File: config.mk
export PLATFORM = sky130hd
export DESIGN_NAME = stomp_frame_validator
export DESIGN_NICKNAME = d
export VERILOG_FILES = /design/src/rtl/sfv_pkg.sv /design/src/rtl/stomp_frame_validator.sv /design/src/rtl/sfv_parser.sv /design/src/rtl/sfv_out_buf.sv
export SDC_FILE = /design/constraint.sdc
export NUM_CORES = 1
export LEC_CHECK = 0
export BUFFER_PORTS_ARGS = -buffer_cell sky130_fd_sc_hd__clkbuf_2
export CORE_MARGIN = 4
export CORE_UTILIZATION = 35
export CTS_CLUSTER_DIAMETER = 200
export DETAILED_ROUTE_END_ITERATION = 8
export PLACE_DENSITY = 0.58
export SYNTH_ARGS = -nofsm -noshare
export SYNTH_HDL_FRONTEND = slang
export SYNTH_SLANG_ARGS = --single-unit
File: constraint.sdc
create_clock -name clk -period 5.85 [get_ports clk]
set_clock_uncertainty 0.1 [all_clocks]
set_input_delay 0.2925 -clock clk [delete_from_list [all_inputs] [get_ports clk]]
set_output_delay 0.2925 -clock clk [all_outputs]
set_load 0.01 [all_outputs]
File: src/rtl/sfv_pkg.sv
package sfv_pkg;

  localparam int LEN_BITS = 32;
  localparam int NUM_CMDS = 16;
  localparam int NUM_KEYS = 20;

  // parse phases
  localparam logic [2:0] PH_CMD   = 3'd0;
  localparam logic [2:0] PH_LINE  = 3'd1;
  localparam logic [2:0] PH_KEY   = 3'd2;
  localparam logic [2:0] PH_VAL   = 3'd3;
  localparam logic [2:0] PH_BLEN  = 3'd4;
  localparam logic [2:0] PH_BNUL  = 3'd5;
  localparam logic [2:0] PH_TRAIL = 3'd6;

  // byte classes
  localparam logic [2:0] KIND_CMD   = 3'd0;
  localparam logic [2:0] KIND_KEY   = 3'd1;
  localparam logic [2:0] KIND_VAL   = 3'd2;
  localparam logic [2:0] KIND_DELIM = 3'd3;
  localparam logic [2:0] KIND_BODY  = 3'd4;
  localparam logic [2:0] KIND_OTHER = 3'd5;

  // status codes
  localparam logic [3:0] ST_OK          = 4'd0;
  localparam logic [3:0] ST_BAD_CMD     = 4'd1;
  localparam logic [3:0] ST_HDR_MISSING = 4'd2;
  localparam logic [3:0] ST_NO_NL       = 4'd3;
  localparam logic [3:0] ST_HDR_NO_NL   = 4'd4;
  localparam logic [3:0] ST_BAD_KEY     = 4'd5;
  localparam logic [3:0] ST_EMPTY_VAL   = 4'd6;
  localparam logic [3:0] ST_NO_COLON    = 4'd7;
  localparam logic [3:0] ST_BAD_LEN     = 4'd8;
  localparam logic [3:0] ST_NO_BLANK    = 4'd9;
  localparam logic [3:0] ST_NO_NULL     = 4'd10;
  localparam logic [3:0] ST_LENGTH      = 4'd11;
  localparam logic [3:0] ST_JUNK        = 4'd12;
  localparam logic [3:0] ST_UNKNOWN_CMD = 4'd13;

  localparam logic [4:0] HDR_CLEN    = 5'd2;
  localparam logic [3:0] CMD_UNKNOWN = 4'd15;

  localparam logic [7:0] CH_NUL   = 8'h00;
  localparam logic [7:0] CH_LF    = 8'h0A;
  localparam logic [7:0] CH_COLON = 8'h3A;
  localparam logic [7:0] CH_ZERO  = 8'h30;
  localparam logic [7:0] CH_NINE  = 8'h39;

  // one result item
  typedef struct packed {
    logic [3:0] command_code;
    logic [3:0] status_code;
    logic       frame_done;
    logic [4:0] header_code;
    logic [2:0] byte_kind;
    logic [7:0] echo_byte;
  } result_t;

  // command names, right aligned, last char in the low byte
  function automatic logic [127:0] cmd_name(input logic [3:0] i);
    logic [127:0] s;
    unique case (i)
      4'd0:  s = "ABORT";
      4'd1:  s = "ACK";
      4'd2:  s = "BEGIN";
      4'd3:  s = "COMMIT";
      4'd4:  s = "CONNECT";
      4'd5:  s = "CONNECTED";
      4'd6:  s = "DISCONNECT";
      4'd7:  s = "ERROR";
      4'd8:  s = "MESSAGE";
      4'd9:  s = "NACK";
      4'd10: s = "RECEIPT";
      4'd11: s = "SEND";
      4'd12: s = "STOMP";
      4'd13: s = "SUBSCRIBE";
      4'd14: s = "UNSUBSCRIBE";
      default: s = "UNKNOWN COMMAND";
    endcase
    return s;
  endfunction

  function automatic logic [4:0] cmd_len(input logic [3:0] i);
    logic [4:0] n;
    unique case (i)
      4'd0:  n = 5'd5;
      4'd1:  n = 5'd3;
      4'd2:  n = 5'd5;
      4'd3:  n = 5'd6;
      4'd4:  n = 5'd7;
      4'd5:  n = 5'd9;
      4'd6:  n = 5'd10;
      4'd7:  n = 5'd5;
      4'd8:  n = 5'd7;
      4'd9:  n = 5'd4;
      4'd10: n = 5'd7;
      4'd11: n = 5'd4;
      4'd12: n = 5'd5;
      4'd13: n = 5'd9;
      4'd14: n = 5'd11;
      default: n = 5'd15;
    endcase
    return n;
  endfunction

  function automatic logic [127:0] key_name(input logic [4:0] i);
    logic [127:0] s;
    unique case (i)
      5'd0:  s = "accept-version";
      5'd1:  s = "ack";
      5'd2:  s = "content-length";
      5'd3:  s = "content-type";
      5'd4:  s = "destination";
      5'd5:  s = "heart-beat";
      5'd6:  s = "host";
      5'd7:  s = "id";
      5'd8:  s = "login";
      5'd9:  s = "message";
      5'd10: s = "message-id";
      5'd11: s = "passcode";
      5'd12: s = "receipt";
      5'd13: s = "receipt-id";
      5'd14: s = "session";
      5'd15: s = "subscription";
      5'd16: s = "transaction";
      5'd17: s = "server";
      5'd18: s = "version";
      default: s = "unknown header";
    endcase
    return s;
  endfunction

  function automatic logic [4:0] key_len(input logic [4:0] i);
    logic [4:0] n;
    unique case (i)
      5'd0:  n = 5'd14;
      5'd1:  n = 5'd3;
      5'd2:  n = 5'd14;
      5'd3:  n = 5'd12;
      5'd4:  n = 5'd11;
      5'd5:  n = 5'd10;
      5'd6:  n = 5'd4;
      5'd7:  n = 5'd2;
      5'd8:  n = 5'd5;
      5'd9:  n = 5'd7;
      5'd10: n = 5'd10;
      5'd11: n = 5'd8;
      5'd12: n = 5'd7;
      5'd13: n = 5'd10;
      5'd14: n = 5'd7;
      5'd15: n = 5'd12;
      5'd16: n = 5'd11;
      5'd17: n = 5'd6;
      5'd18: n = 5'd7;
      default: n = 5'd14;
    endcase
    return n;
  endfunction

  // true when the name holds character c at position pos
  function automatic logic name_hit(input logic [127:0] s, input logic [4:0] len,
                                    input logic [3:0] pos, input logic [7:0] c);
    logic [3:0] back;
    logic [7:0] ch;
    back = 4'(len - 5'd1 - {1'b0, pos});
    ch = s[{back, 3'b000} +: 8];
    return ({1'b0, pos} < len) && (ch == c);
  endfunction

  // headers each command requires
  function automatic logic [NUM_KEYS-1:0] need_mask(input logic [3:0] i);
    logic [NUM_KEYS-1:0] m;
    m = '0;
    unique case (i)
      4'd0, 4'd2, 4'd3: m[16] = 1'b1;
      4'd1, 4'd9, 4'd14: m[7] = 1'b1;
      4'd4, 4'd12: begin
        m[0] = 1'b1;
        m[6] = 1'b1;
      end
      4'd5: m[18] = 1'b1;
      4'd8: begin
        m[4] = 1'b1;
        m[10] = 1'b1;
        m[15] = 1'b1;
      end
      4'd10: m[13] = 1'b1;
      4'd11: m[4] = 1'b1;
      4'd13: begin
        m[4] = 1'b1;
        m[7] = 1'b1;
      end
      default: m = '0;
    endcase
    return m;
  endfunction

endpackage

File: src/rtl/stomp_frame_validator.sv
// Frame validator for the STOMP text protocol, one byte per request.
// Slave channel: s_axis_tdata carries a raw frame byte, s_axis_tlast marks
// the final byte of the frame. Master channel: one result per input byte,
// echoing the byte with its class, header code on value bytes, and on the
// byte with m_axis_tlast set the frame status and matched command.
// A result is registered as its byte is taken, or in the skid entry while the
// receiver stalls. Throughput: one byte per cycle unless stalled; parser state
// is one register set updated per byte by one name-mask and length pass.
// Reset (rst, synchronous) returns the parser to the start of a frame and
// empties the output stage. The parser also returns to the start of a frame
// after every last byte on its own.
// When the receiver stalls, the result stays on m_axis_* and one more byte
// is still taken into a skid entry; s_axis_tready then drops until the
// receiver takes a result.
module stomp_frame_validator (
  input  logic        clk,
  input  logic        rst,
  input  logic        s_axis_tvalid,
  output logic        s_axis_tready,
  input  logic [7:0]  s_axis_tdata,   // [7:0] data_byte
  input  logic        s_axis_tlast,   // frame_last
  output logic        m_axis_tvalid,
  input  logic        m_axis_tready,
  output logic [23:0] m_axis_tdata,   // [7:0] echo_byte, [10:8] byte_kind,
                                      // [15:11] header_code, [19:16] status_code,
                                      // [23:20] command_code
  output logic        m_axis_tlast    // frame_done
);

  logic             push;
  sfv_pkg::result_t step_result;
  sfv_pkg::result_t out_result;

  assign push = s_axis_tvalid && s_axis_tready;

  sfv_parser u_parser (
    .clk        (clk),
    .rst        (rst),
    .push       (push),
    .data_byte  (s_axis_tdata),
    .frame_last (s_axis_tlast),
    .result     (step_result)
  );

  sfv_out_buf u_out_buf (
    .clk       (clk),
    .rst       (rst),
    .push      (push),
    .push_data (step_result),
    .ready     (s_axis_tready),
    .out_valid (m_axis_tvalid),
    .out_ready (m_axis_tready),
    .out_data  (out_result)
  );

  assign m_axis_tdata = {out_result.command_code, out_result.status_code,
                         out_result.header_code, out_result.byte_kind,
                         out_result.echo_byte};
  assign m_axis_tlast = out_result.frame_done;

endmodule

File: src/rtl/sfv_parser.sv
module sfv_parser (
  input  logic                clk,
  input  logic                rst,
  input  logic                push,
  input  logic [7:0]          data_byte,
  input  logic                frame_last,
  output sfv_pkg::result_t    result
);

  logic [2:0]                   phase, phase_next;
  logic [sfv_pkg::NUM_CMDS-1:0] cmd_cand, cmd_cand_next;
  logic [3:0]                   pos, pos_next;
  logic [sfv_pkg::NUM_KEYS-1:0] key_cand, key_cand_next;
  logic                         lf_colon, lf_colon_next;
  logic                         lf_value, lf_value_next;
  logic                         lf_keyok, lf_keyok_next;
  logic [4:0]                   cur_key, cur_key_next;
  logic [sfv_pkg::NUM_KEYS-1:0] seen, seen_next;
  logic [sfv_pkg::LEN_BITS-1:0] len_val, len_val_next;
  logic                         len_digit, len_digit_next;
  logic                         len_stop, len_stop_next;
  logic [sfv_pkg::LEN_BITS-1:0] body_cnt, body_cnt_next;
  logic [3:0]                   err, err_next;
  logic [3:0]                   cmd_found, cmd_found_next;

  // candidate narrowing and exact matches
  logic [sfv_pkg::NUM_CMDS-1:0] cmd_narrow;
  logic [sfv_pkg::NUM_KEYS-1:0] key_narrow;
  logic                         cmd_exact, key_exact;
  logic [3:0]                   cmd_idx;
  logic [4:0]                   key_idx;

  always_comb begin
    cmd_narrow = cmd_cand;
    cmd_exact  = 1'b0;
    cmd_idx    = '0;
    for (int i = sfv_pkg::NUM_CMDS - 1; i >= 0; i--) begin
      if (!sfv_pkg::name_hit(sfv_pkg::cmd_name(4'(i)), sfv_pkg::cmd_len(4'(i)),
                             pos, data_byte))
        cmd_narrow[i] = 1'b0;
      if (cmd_cand[i] && sfv_pkg::cmd_len(4'(i)) == {1'b0, pos}) begin
        cmd_exact = 1'b1;
        cmd_idx   = 4'(i);
      end
    end
  end

  always_comb begin
    key_narrow = key_cand;
    key_exact  = 1'b0;
    key_idx    = '0;
    for (int i = sfv_pkg::NUM_KEYS - 1; i >= 0; i--) begin
      if (!sfv_pkg::name_hit(sfv_pkg::key_name(5'(i)), sfv_pkg::key_len(5'(i)),
                             pos, data_byte))
        key_narrow[i] = 1'b0;
      if (key_cand[i] && sfv_pkg::key_len(5'(i)) == {1'b0, pos}) begin
        key_exact = 1'b1;
        key_idx   = 5'(i);
      end
    end
  end

  // saturating decimal accumulate: x*10 + d
  logic [sfv_pkg::LEN_BITS+3:0] len_acc;
  logic                         is_digit;
  assign is_digit = (data_byte >= sfv_pkg::CH_ZERO) && (data_byte <= sfv_pkg::CH_NINE);
  assign len_acc  = ({4'd0, len_val} << 3) + ({4'd0, len_val} << 1)
                  + {(sfv_pkg::LEN_BITS + 4 - 4)'(0), 4'(data_byte - sfv_pkg::CH_ZERO)};

  logic [2:0] ph;
  logic [2:0] kind;
  logic [4:0] hcode;
  logic [3:0] status;
  logic [sfv_pkg::NUM_KEYS-1:0] need;

  // per-byte parse step
  always_comb begin
    phase_next     = phase;
    cmd_cand_next  = cmd_cand;
    pos_next       = pos;
    key_cand_next  = key_cand;
    lf_colon_next  = lf_colon;
    lf_value_next  = lf_value;
    lf_keyok_next  = lf_keyok;
    cur_key_next   = cur_key;
    seen_next      = seen;
    len_val_next   = len_val;
    len_digit_next = len_digit;
    len_stop_next  = len_stop;
    body_cnt_next  = body_cnt;
    err_next       = err;
    cmd_found_next = cmd_found;
    kind           = sfv_pkg::KIND_OTHER;
    hcode          = '0;
    ph             = phase;

    if (err == sfv_pkg::ST_OK) begin
      if (phase == sfv_pkg::PH_LINE && data_byte != sfv_pkg::CH_LF)
        ph = sfv_pkg::PH_KEY;
      phase_next = ph;
      unique case (ph)
        sfv_pkg::PH_CMD: begin
          if (data_byte == sfv_pkg::CH_LF) begin
            kind = sfv_pkg::KIND_DELIM;
            if (cmd_exact) begin
              cmd_found_next = cmd_idx;
              phase_next     = sfv_pkg::PH_LINE;
              pos_next       = '0;
              key_cand_next  = '1;
              lf_colon_next  = 1'b0;
              lf_value_next  = 1'b0;
              lf_keyok_next  = 1'b0;
              cur_key_next   = '0;
            end else begin
              err_next = sfv_pkg::ST_BAD_CMD;
            end
          end else begin
            kind          = sfv_pkg::KIND_CMD;
            cmd_cand_next = cmd_narrow;
            if (pos != 4'd15) pos_next = pos + 4'd1;
          end
        end
        sfv_pkg::PH_LINE: begin
          // blank line ends the headers
          kind = sfv_pkg::KIND_DELIM;
          if (seen[sfv_pkg::HDR_CLEN]) begin
            if (len_digit) begin
              phase_next    = sfv_pkg::PH_BLEN;
              body_cnt_next = '0;
            end else begin
              err_next = sfv_pkg::ST_BAD_LEN;
            end
          end else begin
            phase_next = sfv_pkg::PH_BNUL;
          end
        end
        sfv_pkg::PH_KEY: begin
          if (data_byte == sfv_pkg::CH_LF) begin
            kind     = sfv_pkg::KIND_DELIM;
            err_next = sfv_pkg::ST_NO_COLON;
          end else if (data_byte == sfv_pkg::CH_COLON) begin
            kind          = sfv_pkg::KIND_DELIM;
            lf_colon_next = 1'b1;
            if (key_exact) begin
              cur_key_next  = key_idx;
              lf_keyok_next = 1'b1;
            end
            phase_next = sfv_pkg::PH_VAL;
          end else begin
            kind          = sfv_pkg::KIND_KEY;
            key_cand_next = key_narrow;
            if (pos != 4'd15) pos_next = pos + 4'd1;
          end
        end
        sfv_pkg::PH_VAL: begin
          if (data_byte == sfv_pkg::CH_LF) begin
            kind = sfv_pkg::KIND_DELIM;
            if (!lf_value) begin
              err_next = sfv_pkg::ST_EMPTY_VAL;
            end else if (!lf_keyok) begin
              err_next = sfv_pkg::ST_BAD_KEY;
            end else begin
              seen_next[cur_key] = 1'b1;
              phase_next    = sfv_pkg::PH_LINE;
              pos_next      = '0;
              key_cand_next = '1;
              lf_colon_next = 1'b0;
              lf_value_next = 1'b0;
              lf_keyok_next = 1'b0;
              cur_key_next  = '0;
            end
          end else begin
            kind          = sfv_pkg::KIND_VAL;
            lf_value_next = 1'b1;
            if (lf_keyok) begin
              hcode = cur_key;
              // first content-length only, leading digits only
              if (cur_key == sfv_pkg::HDR_CLEN && !seen[sfv_pkg::HDR_CLEN] && !len_stop) begin
                if (is_digit) begin
                  if (len_acc[sfv_pkg::LEN_BITS+3:sfv_pkg::LEN_BITS] != 4'd0)
                    len_val_next = '1;
                  else
                    len_val_next = len_acc[sfv_pkg::LEN_BITS-1:0];
                  len_digit_next = 1'b1;
                end else begin
                  len_stop_next = 1'b1;
                end
              end
            end
          end
        end
        sfv_pkg::PH_BLEN: begin
          if (body_cnt < len_val) begin
            kind          = sfv_pkg::KIND_BODY;
            body_cnt_next = body_cnt + 1'b1;
          end else if (data_byte == sfv_pkg::CH_NUL) begin
            kind       = sfv_pkg::KIND_DELIM;
            phase_next = sfv_pkg::PH_TRAIL;
          end else begin
            err_next = sfv_pkg::ST_NO_NULL;
          end
        end
        sfv_pkg::PH_BNUL: begin
          if (data_byte == sfv_pkg::CH_NUL) begin
            kind       = sfv_pkg::KIND_DELIM;
            phase_next = sfv_pkg::PH_TRAIL;
          end else begin
            kind = sfv_pkg::KIND_BODY;
          end
        end
        default: begin
          if (data_byte != sfv_pkg::CH_LF) err_next = sfv_pkg::ST_JUNK;
        end
      endcase
    end
  end

  // end-of-frame verdict
  assign need = sfv_pkg::need_mask(cmd_found_next);

  always_comb begin
    status = err_next;
    if (err_next == sfv_pkg::ST_OK) begin
      unique case (phase_next)
        sfv_pkg::PH_LINE: status = sfv_pkg::ST_NO_BLANK;
        sfv_pkg::PH_KEY, sfv_pkg::PH_VAL: status = sfv_pkg::ST_HDR_NO_NL;
        sfv_pkg::PH_BLEN:
          status = (body_cnt_next == len_val_next) ? sfv_pkg::ST_NO_NULL
                                                   : sfv_pkg::ST_LENGTH;
        sfv_pkg::PH_BNUL: status = sfv_pkg::ST_NO_NULL;
        sfv_pkg::PH_TRAIL: begin
          if (cmd_found_next == sfv_pkg::CMD_UNKNOWN)
            status = sfv_pkg::ST_UNKNOWN_CMD;
          else if ((seen_next & need) != need)
            status = sfv_pkg::ST_HDR_MISSING;
          else
            status = sfv_pkg::ST_OK;
        end
        default: status = sfv_pkg::ST_NO_NL;
      endcase
    end
  end

  always_comb begin
    result.echo_byte    = data_byte;
    result.byte_kind    = kind;
    result.header_code  = hcode;
    result.frame_done   = frame_last;
    result.status_code  = frame_last ? status : sfv_pkg::ST_OK;
    result.command_code = frame_last ? cmd_found_next : 4'd0;
  end

  // parser state; everything returns to reset after the last byte
  always_ff @(posedge clk) begin
    if (rst || (push && frame_last)) begin
      phase     <= sfv_pkg::PH_CMD;
      cmd_cand  <= '1;
      pos       <= '0;
      key_cand  <= '1;
      lf_colon  <= 1'b0;
      lf_value  <= 1'b0;
      lf_keyok  <= 1'b0;
      cur_key   <= '0;
      seen      <= '0;
      len_val   <= '0;
      len_digit <= 1'b0;
      len_stop  <= 1'b0;
      body_cnt  <= '0;
      err       <= sfv_pkg::ST_OK;
      cmd_found <= '0;
    end else if (push) begin
      phase     <= phase_next;
      cmd_cand  <= cmd_cand_next;
      pos       <= pos_next;
      key_cand  <= key_cand_next;
      lf_colon  <= lf_colon_next;
      lf_value  <= lf_value_next;
      lf_keyok  <= lf_keyok_next;
      cur_key   <= cur_key_next;
      seen      <= seen_next;
      len_val   <= len_val_next;
      len_digit <= len_digit_next;
      len_stop  <= len_stop_next;
      body_cnt  <= body_cnt_next;
      err       <= err_next;
      cmd_found <= cmd_found_next;
    end
  end

  // a set error means the phase walk has stopped
  a_err_freezes_phase: assert property (@(posedge clk) disable iff (rst)
    (push && !frame_last && err != sfv_pkg::ST_OK) |=> $stable(phase))
    else $error("phase moved after an error");

  a_body_in_range: assert property (@(posedge clk) disable iff (rst)
    (phase == sfv_pkg::PH_BLEN) |-> (body_cnt <= len_val))
    else $error("body count beyond content length");

  a_colon_in_value: assert property (@(posedge clk) disable iff (rst)
    (phase == sfv_pkg::PH_VAL) |-> lf_colon)
    else $error("value phase without a colon");

endmodule

File: src/rtl/sfv_out_buf.sv
module sfv_out_buf (
  input  logic             clk,
  input  logic             rst,
  input  logic             push,
  input  sfv_pkg::result_t push_data,
  output logic             ready,
  output logic             out_valid,
  input  logic             out_ready,
  output sfv_pkg::result_t out_data
);

  logic             skid_valid;
  sfv_pkg::result_t skid_data;

  assign ready = !skid_valid;

  // output register with one skid entry behind it
  always_ff @(posedge clk) begin
    if (rst) begin
      out_valid  <= 1'b0;
      skid_valid <= 1'b0;
    end else if (push) begin
      if (!out_valid || out_ready) begin
        out_valid <= 1'b1;
      end else begin
        skid_valid <= 1'b1;
      end
    end else if (out_ready) begin
      if (skid_valid) begin
        skid_valid <= 1'b0;
      end else begin
        out_valid <= 1'b0;
      end
    end
  end

  always_ff @(posedge clk) begin
    if (push) begin
      if (!out_valid || out_ready) out_data <= push_data;
      else skid_data <= push_data;
    end else if (out_ready && skid_valid) begin
      out_data <= skid_data;
    end
  end

  a_skid_behind_out: assert property (@(posedge clk) disable iff (rst)
    skid_valid |-> out_valid)
    else $error("skid entry held with empty output register");

  a_push_lands: assert property (@(posedge clk) disable iff (rst)
    push |=> out_valid)
    else $error("accepted request not shown");

  a_stall_holds: assert property (@(posedge clk) disable iff (rst)
    (out_valid && !out_ready) |=> (out_valid && $stable(out_data)))
    else $error("stalled result changed");

endmodule
==> results of run 1 <==
==> routing by layer <==
layer  track usage (%)  share of wire [%]
met1              34.9                 46
met2              35.4                 43
met3              3.40                8.1
met4              8.69                3.5
met5                 0                  0
==> timing repair <==
item | 4_1_cts | 5_1_grt
resized for setup | 0 | 2
setup endpoints to repair | 0 | 2
endpoints found under the hold margin | 2 | 0
hold buffers | 1 | 0
buffers inserted | 0 | 3
==> registers in the layout (all words and copies together), names as in the netlist, 5 cells and up <==
signal               count
u_parser.cur_key         5
u_out_buf.skid_data     25
u_parser.body_cnt       32
u_parser.key_cand       20
u_parser.len_val        32
u_parser.cmd_cand       16
u_out_buf.out_data      25
u_parser.seen           10
==> worst max-delay path by stage <==
stage               slack [ns]                start                      end
global placement          0.34      s_axis_tdata[3]  u_out_buf.skid_data[17]
detailed placement        0.22      s_axis_tdata[3]  u_out_buf.skid_data[17]
floorplan                 0.73      s_axis_tdata[3]  u_out_buf.skid_data[17]
finish                    0.39  u_parser.len_val[2]  u_out_buf.skid_data[17]
global route              0.03  u_parser.len_val[2]  u_out_buf.skid_data[17]
CTS                       0.23  u_parser.len_val[2]  u_out_buf.skid_data[17]
==> per-stage QoR <==
stage	utilization, %	hold WS, ns	power (W)
2_1_floorplan	-	0.262	0.00203
3_3_place_gp	37.2	0.343	0.00228
3_5_place_dp	37.2	0.352	0.00229
4_1_cts	38.4	0.0372	0.00350
5_1_grt	38.5	0.0785	0.00364
6_report	38.5	0.0581	0.00350
==> logic make-up (layout without fill, tap and decap cells) <==
| group | after synthesis | count (layout) |
|---|---|---|
| AO/OA/AOI/OAI | 782 | 782 |
| XOR/XNOR | 177 | 177 |
| AND/OR/NAND/NOR | 935 | 935 |
| flip-flops | 186 | 186 |
| multiplexers | 42 | 42 |
| buffers and inverters | 262 | 230 |
| adder cells (fa/ha/maj) | 131 | 131 |
==> synthesized netlist by cell type, types with 24 or more instances <==
master and n:
ha_1 129, and3_1 31, a211oi_1 49, a31oi_1 38, nor2_1 261, inv_1 78, nor3_1 89, xnor2_1 134
dfxtp_1 136, clkbuf_1 143, nand4_1 36, nand3_1 84, mux2i_1 25, nand2_1 270, buf_1 26, o21ai_0 217
a21oi_1 234, nor4_1 32, edfxtp_1 50, xor2_1 43, o211ai_1 24
==> worst max-delay path: cells and delay by family, from the launching register on <==
family                     cells  cell delay (ns)
buffers and inverters          3             0.34
and+or+nand+nor                2             0.46
AOI/OAI and AO/OA             10             2.74
DFF                            1             0.42
adders and majority gates      2             0.98
xor gates and xnor gates       1             0.16
==> layout make-up <==
type | instances | area [um^2]
inverters | 81 | 304
multi-input cells | 2067 | 13000
repair buffers | 117 | 783
clock buffers | 19 | 433
clock inverters | 13 | 158
fillers | 5404 | 31600
well taps | 680 | 851
flip-flops and latches | 186 | 4220
==> where the power goes <==
part	total, W	switching [W]	internal, W	leakage (nW)
combinational	0.000874	0.000575	0.000299	5.62
sequential	0.00141	0.0000405	0.00137	1.58
clock	0.00121	0.000569	0.000643	0.284
==> results.cfg, run 1 <==
[status]
outcome = finished, final reports clean

[timing]
rsz0062_at_grt = false
worst_pin_slew_ns = 1.09
final.period_utilization_pct = 93.4
slew_violations = 0
postLayoutSetupSlackWorst_ns = 0.386
setup_viol = 0
fin_crit_ns = 5.46
clock.fmax_ghz = 0.183
finalHoldViolCount = 0
slew_headroom_pct = 26.6
fin_setup_tns_ns = 0

[worst_setup_path]
r2r_cells = 18
rr_startpoint = u_parser.len_val[2]
rrSetupSlack_ns = 0.39
r2r_end = u_out_buf.skid_data[17]
start_kind = flip-flop
critPathArrivalTime_ns = 5.56
cp_cell_sequence = inv_1, fa_1, inv_1, fa_1, a211oi_1, o21ai_0, a31oi_1, o2111ai_1, a211oi_1, o21ba_2, o2111a_2, a22oi_1, xor2_1, nor4_1, o2111ai_1, nor4_2, buf_4, o22ai_1
crit_fanout = 15
slowest_delay_ns = 0.49
critPathKind = reg2reg
required_ns = 5.95
cpMaxStageDelayCell = fa_1
critPathCaptureType = flip-flop

[clocking]
clock_latency_ns = 0.46
clkSinkCount = 186
cts-buffers-inserted = 17
clk_pin_slew_ns = 0.08
cts_tree = done
clk_path_buf_depth = 2
root_buffer = clkbuf_16
htreeDepth = 4

[layout]
final_cells = 3163
final_cell_mix = 269 x nand2_1, 261 x nor2_1, 233 x a21oi_1, 216 x o21ai_0, 136 x dfxtp_1
drive_gt1_share_pct = 8.05
syn2layout_area_growth_pct = 8.49
fin_area_mm2 = 0.0198
diodes = 0
nNetsFinal = 2614
final_common_cell = nand2_1

[global_routing]
grtUsageTotal_pct = 23.8
grt_max_degree = 56
gr-total-overflow = 0
grt_pass1_vias = 17414
grt_pass1_wl_mm = 106
antenna_found_initial = 0

[synthesis]
synth_top_area_share_pct = 14.9
postSynth.asyncResetShare_pct = 0
synthTopCellsByArea = dfxtp_1 15%, ha_1 8.9%, edfxtp_1 8.2%
synth_top_family_by_area = compound AO/OA/AOI/OAI gates
synth_xor_area_share_pct = 8.51
avgSynthCellArea_um2 = 7.25
yosysUniqueCellTypes = 92
synthAdderAreaFrac_pct = 9.08
synth_simple_gate_area_share_pct = 24.4
netlist_area_mm2 = 0.0182
muxShareOfSynthArea_pct = 2.55
syn-num-nets = 2659
ys_warn_count = 0
synth_top_area_cell = dfxtp_1
synth-seq-area-share_pct = 23.2
synth_compound_area_share_pct = 26.8
synth_flop_cell = dfxtp_1
syn_inst = 2515
ys_ff_latch = 186
synth_edf_count = 50

[place]
dp_hpwl_mm = 50.9
routabilityCongestion = 0.977
place_area_mm2 = 0.0191
numPlacedInstances = 3127
io_buffers = 39
preCtsSetupSlack_ns = 0.224

[route]
drtAntennaViolNets = 0
drt-total-wl_mm = 69.7
wl_per_cell_um = 22.0
drc = 0
viasPerCell = 6.12
drtIter0Drc = 2046
vias = 19360
firstDrtPassIters = 5

[pwr]
power_density_mw_per_mm2 = 177
ir_drop_mv = 0.198
p_leak_nw = 7.49

[die]
design.core.area_mm2 = 0.0514
die_area_mm2 = 0.0558
io_pins = 40
rows = 83
start_util_pct = 35.5
die_w_um = 236
die_y_um = 236

[hold_path]
min_to = u_out_buf.skid_valid
hold_class = in2reg
min-delay-start = m_axis_tready
hold_depth = 4

[flow_run]
drv_cap = 0
Power figures use the tool's default switching activity.
==> inputs of run 2 (changes only) <==
--- a/config.mk
+++ b/config.mk
@@ -8,6 +8,7 @@
 export BUFFER_PORTS_ARGS = -buffer_cell sky130_fd_sc_hd__clkbuf_2
 export CORE_MARGIN = 4
 export CORE_UTILIZATION = 35
+export CTS_BUF_LIST = sky130_fd_sc_hd__clkbuf_8
 export CTS_CLUSTER_DIAMETER = 200
 export DETAILED_ROUTE_END_ITERATION = 8
 export PLACE_DENSITY = 0.58
==> results.cfg, run 2 (synthesis gave the netlist of run 1 again) <==
[clocking]
clk_pin_slew_ns = 0.11
clock_latency_ns = 0.52
htreeDepth = 4
cts-buffers-inserted = 17
clk_path_buf_depth = 2
root_buffer = clkbuf_8
cts_tree = done
clkSinkCount = 186

[pwr]
p_leak_nw = 7.41
power_density_mw_per_mm2 = 164
ir_drop_mv = 0.140

[layout]
final_cells = 3165
fillerInstances = 5429
multi_input_area_mm2 = 0.0130
largest_registers = u_parser.body_cnt x32, u_parser.len_val x32
final_common_cell = nand2_1
final_cell_mix = 269 x nand2_1, 261 x nor2_1, 233 x a21oi_1, 216 x o21ai_0, 136 x dfxtp_1
drive_gt1_share_pct = 8.05
regArea_mm2 = 0.00422
syn2layout_area_growth_pct = 7.51
nNetsFinal = 2615

[route]
wl_per_cell_um = 22.0
vias = 19393
viasPerCell = 6.13
drt-total-wl_mm = 69.7
firstDrtPassIters = 6
drtIter0Drc = 1990
drc = 0
drtAntennaViolNets = 0

[place]
preCtsSetupSlack_ns = 0.224
dp_hpwl_mm = 50.9
numPlacedInstances = 3127
io_buffers = 39
routabilityCongestion = 0.977

[global_routing]
gr-total-overflow = 0
antenna_found_initial = 0
grt_pass1_wl_mm = 106
grtUsageTotal_pct = 23.7
grt_max_degree = 56
grt_pass1_vias = 17387

[die]
die_y_um = 236
design.core.area_mm2 = 0.0514
die_area_mm2 = 0.0558
start_util_pct = 35.5
rows = 83
io_pins = 40
die_w_um = 236

[flow_run]
drv_cap = 0

[status]
outcome = finished, final reports clean

[timing]
final.period_utilization_pct = 93.8
fin_crit_ns = 5.49
postLayoutSetupSlackWorst_ns = 0.365
fin_setup_tns_ns = 0
slew_violations = 0
setup_viol = 0
rsz0062_at_grt = false
slew_headroom_pct = 25.3
clock.fmax_ghz = 0.182
whs_ns = 0.0521
finalHoldViolCount = 0
worst_pin_slew_ns = 1.11

[worst_setup_path]
crit_fanout = 15
critPathCaptureType = flip-flop
critPathArrivalTime_ns = 5.64
slowest_delay_ns = 0.49
start_kind = flip-flop
required_ns = 6.00
critPathKind = reg2reg
cpMaxStageDelayCell = fa_1
cp_cell_sequence = inv_1, fa_1, inv_1, fa_1, a211oi_1, o21ai_0, a31oi_1, o2111ai_1, a211oi_1, o21ba_2, o2111a_2, a22oi_1, xor2_1, nor4_1, o2111ai_1, nor4_2, buf_4, o22ai_1

[hold_path]
hold_class = in2reg
==> run 2: layout make-up <==
cell class              instances  share of cell area, %
clock inverters                15                  0.843
multi-input cells            2067                   66.4
diodes                          1                 0.0128
repair buffers                118                   4.05
flip-flops and latches        186                   21.6
clock buffers                  17                   1.19
inverters                      81                   1.55
well taps                     680                   4.34
==> run 2: final timing paths <==
path                                       startpoint  cells past startpoint  slack, ns                 endpoint
worst min register to register  u_parser.cmd_found[3]                      2       0.37    u_parser.cmd_found[3]
worst min-delay path                    m_axis_tready                      4       0.05      u_out_buf.out_valid
worst max register to register    u_parser.len_val[2]                     18       0.36  u_out_buf.skid_data[17]
worst max-delay path              u_parser.len_val[2]                     18       0.36  u_out_buf.skid_data[17]
==> run 2: report_power, final <==
group	internal, W	switching (W)	total [W]	leakage, nW
registers	0.00137	0.0000406	0.00141	1.58
logic	0.000299	0.000573	0.000872	5.62
clock network	0.000389	0.000534	0.000923	0.205
total	0.00206	0.00115	0.00321	7.41
==> run 2: through the flow <==
stage	area (um^2)	power (W)	util, %
global route	19600	0.00335	38.1
floorplan	18200	0.00203	-
global placement	19100	0.00228	37.2
finish	19600	0.00321	38.1
detailed placement	19100	0.00229	37.2
CTS	19600	0.00321	38.1
==> run 2: repair_timing <==
action,4_1_cts,5_1_grt
resized for setup,0,2
hold buffers,2,0
hold endpoints to repair,2,0
endpoints found under the setup margin,0,2
setup buffers,0,3
==> run 2: metal layers <==
metal / part of all wire (%) / routed length [um] / global-route usage (%)
met5: 0 / 0 / 0
met4: 3.4 / 2360 / 8.37
met3: 7.2 / 5040 / 3.16
met2: 43 / 29900 / 35.5
met1: 46 / 32400 / 35.0
==> run 2: critical path: cells and delay by family (launching register included) <==
family | cells | cell delay, ns
xor gates and xnor gates | 1 | 0.17
buffers and inverters | 3 | 0.34
AOI/OAI and AO/OA | 10 | 2.74
adders and majority gates | 2 | 0.97
DFF | 1 | 0.43
and+or+nand+nor | 2 | 0.47
==> inputs of run 3 (changes only) <==
--- a/config.mk
+++ b/config.mk
@@ -12,6 +12,7 @@
 export CTS_CLUSTER_DIAMETER = 200
 export DETAILED_ROUTE_END_ITERATION = 8
 export PLACE_DENSITY = 0.58
+export RECOVER_POWER = 25
 export SYNTH_ARGS = -nofsm -noshare
 export SYNTH_HDL_FRONTEND = slang
 export SYNTH_SLANG_ARGS = --single-unit
==> results.cfg, run 3 (synthesis gave the netlist of run 1 again) <==
[status]
outcome = complete, but fails checks
violations = max-capacitance violations, max-slew violations

[place]
io_buffers = 39
preCtsSetupSlack_ns = 0.224
routabilityCongestion = 0.977
numPlacedInstances = 3127
dp_hpwl_mm = 50.9

[timing]
final.period_utilization_pct = 93.9
fin_setup_tns_ns = 0
slew_headroom_pct = -111
worst_pin_slew_ns = 3.16
setup_viol = 0
rsz0062_at_grt = false
clock.fmax_ghz = 0.182
slew_violations = 250
postLayoutSetupSlackWorst_ns = 0.355
fin_crit_ns = 5.50
finalHoldViolCount = 0

[worst_setup_path]
critPathKind = reg2reg
required_ns = 6.00
rrSetupSlack_ns = 0.35
r2r_cells = 18
r2r_end = u_out_buf.skid_data[17]
critPathCaptureType = flip-flop
start_kind = flip-flop
rr_startpoint = u_parser.len_val[2]
crit_fanout = 15
critPathArrivalTime_ns = 5.65

[global_routing]
grt_pass1_vias = 17387
antenna_found_initial = 0
grt_max_degree = 56
met2_usage_pct = 35.5
gr-total-overflow = 0
grtUsageTotal_pct = 23.7
grtUsageMet3_pct = 3.16
use_met1_pct = 35.0
grt-busiest-layer = met2
grt_pass1_wl_mm = 106

[pwr]
power_frac_comb_pct = 27.2
p_int_w = 0.00206
swShare_pct = 35.8
p_clk_share_pct = 28.8
seqPwrFrac_pct = 44.1
p_leak_nw = 7.29
power_switching_w = 0.00115
ir_drop_mv = 0.140
power_density_mw_per_mm2 = 164

[layout]
drive_gt1_share_pct = 6.56
final_cell_mix = 269 x nand2_1, 261 x nor2_1, 233 x a21oi_1, 216 x o21ai_0, 136 x dfxtp_1
nNetsFinal = 2615
final_common_cell = nand2_1
final_cells = 3165
final_util_pct = 38.0
syn2layout_area_growth_pct = 7.13
largest_registers = u_parser.body_cnt x32, u_parser.len_val x32
fillerInstances = 5441

[route]
vias = 19405
firstDrtPassIters = 6
drt-total-wl_mm = 69.6
drc = 0
drtAntennaViolNets = 0
wl_per_cell_um = 22.0
drtIter0Drc = 1956
viasPerCell = 6.13

[hold_path]
min_to = u_out_buf.out_valid
hold_class = in2reg
min-delay-start = m_axis_tready
hold_depth = 4

[clocking]
cts_tree = done
root_buffer = clkbuf_8
clk_pin_slew_ns = 0.11
clk_path_buf_depth = 2
cts-buffers-inserted = 17
htreeDepth = 4
clkSinkCount = 186
clock_latency_ns = 0.52

[die]
start_util_pct = 35.5
die_w_um = 236
die_area_mm2 = 0.0558
io_pins = 40
design.core.area_mm2 = 0.0514
die_y_um = 236
rows = 83

[flow_run]
drv_cap = 8
## run 3: cell types whose count changed in the layout (fill, tap and decap cells not counted), sizes merged
| cell | previous run | this run |
|---|---|---|
| clkbuf | 56 | 63 |
| buf | 77 | 70 |
## run 3: per-stage QoR
step                      hold WS [ns]  instance area (um^2)  power (W)
after global routing            0.0436                 19500    0.00334
after detailed placement         0.352                 19100    0.00229
after floorplan                  0.262                 18200    0.00203
final                           0.0525                 19500    0.00320
after CTS                       0.0174                 19600    0.00321
after global placement           0.343                 19100    0.00228
## run 3: how the worst max path moves through the flow
stage,cells after the start,startpoint,end,slack (ns)
after global placement,19,s_axis_tdata[3],u_out_buf.skid_data[17],0.34
after global routing,18,u_parser.len_val[2],u_out_buf.skid_data[17],0.03
after floorplan,19,s_axis_tdata[3],u_out_buf.skid_data[17],0.73
after CTS,18,u_parser.len_val[2],u_out_buf.skid_data[17],0.23
after detailed placement,19,s_axis_tdata[3],u_out_buf.skid_data[17],0.22
final,18,u_parser.len_val[2],u_out_buf.skid_data[17],0.35
## run 3: final cells by class
type	count	area (um^2)	share of cell area (%)
sequential	186	4220	21.6
timing repair buffer	118	731	3.74
inverter	81	304	1.56
clock buffer	17	234	1.20
tap	680	851	4.36
clock inverter	15	165	0.846
antenna	1	2.50	0.0128
multi-input combinational	2067	13000	66.6
## run 3: per-layer routing
layer,share of wire [%],vias to the layer above
met3,8.4,133
met2,43,931
met4,3.5,0
met5,0,-
met1,45,9244
li1,-,9097
## run 3: power groups by stage
stage                     sequential (W)  clock, W  combinational [W]
after floorplan                  0.00143         0           0.000601
after global placement           0.00144         0           0.000844
after detailed placement         0.00144         0           0.000852
after CTS                        0.00141  0.000944           0.000856
after global routing             0.00142  0.000991           0.000936
final                            0.00141  0.000921           0.000870
## run 3: repair_timing
item                                    in CTS  in global routing
gates resized for setup                      0                  2
endpoints found under the hold margin        2                  0
endpoints found under the setup margin       0                  2
buffers inserted                             0                  3
hold buffers                                 2                  0
## run 3: worst max-delay path, cell delays in order, from the launching register on
cell and delay, ns:
dfxtp_1 0.43, inv_1 0.10, fa_1 0.49, inv_1 0.07, fa_1 0.49, a211oi_1 0.36, o21ai_0 0.24, a31oi_1 0.36
o2111ai_1 0.32, a211oi_1 0.41, o21ba_2 0.24, o2111a_2 0.41, a22oi_1 0.13, xor2_1 0.16, nor4_1 0.28, o2111ai_1 0.20
nor4_2 0.20, buf_4 0.17, o22ai_1 0.07
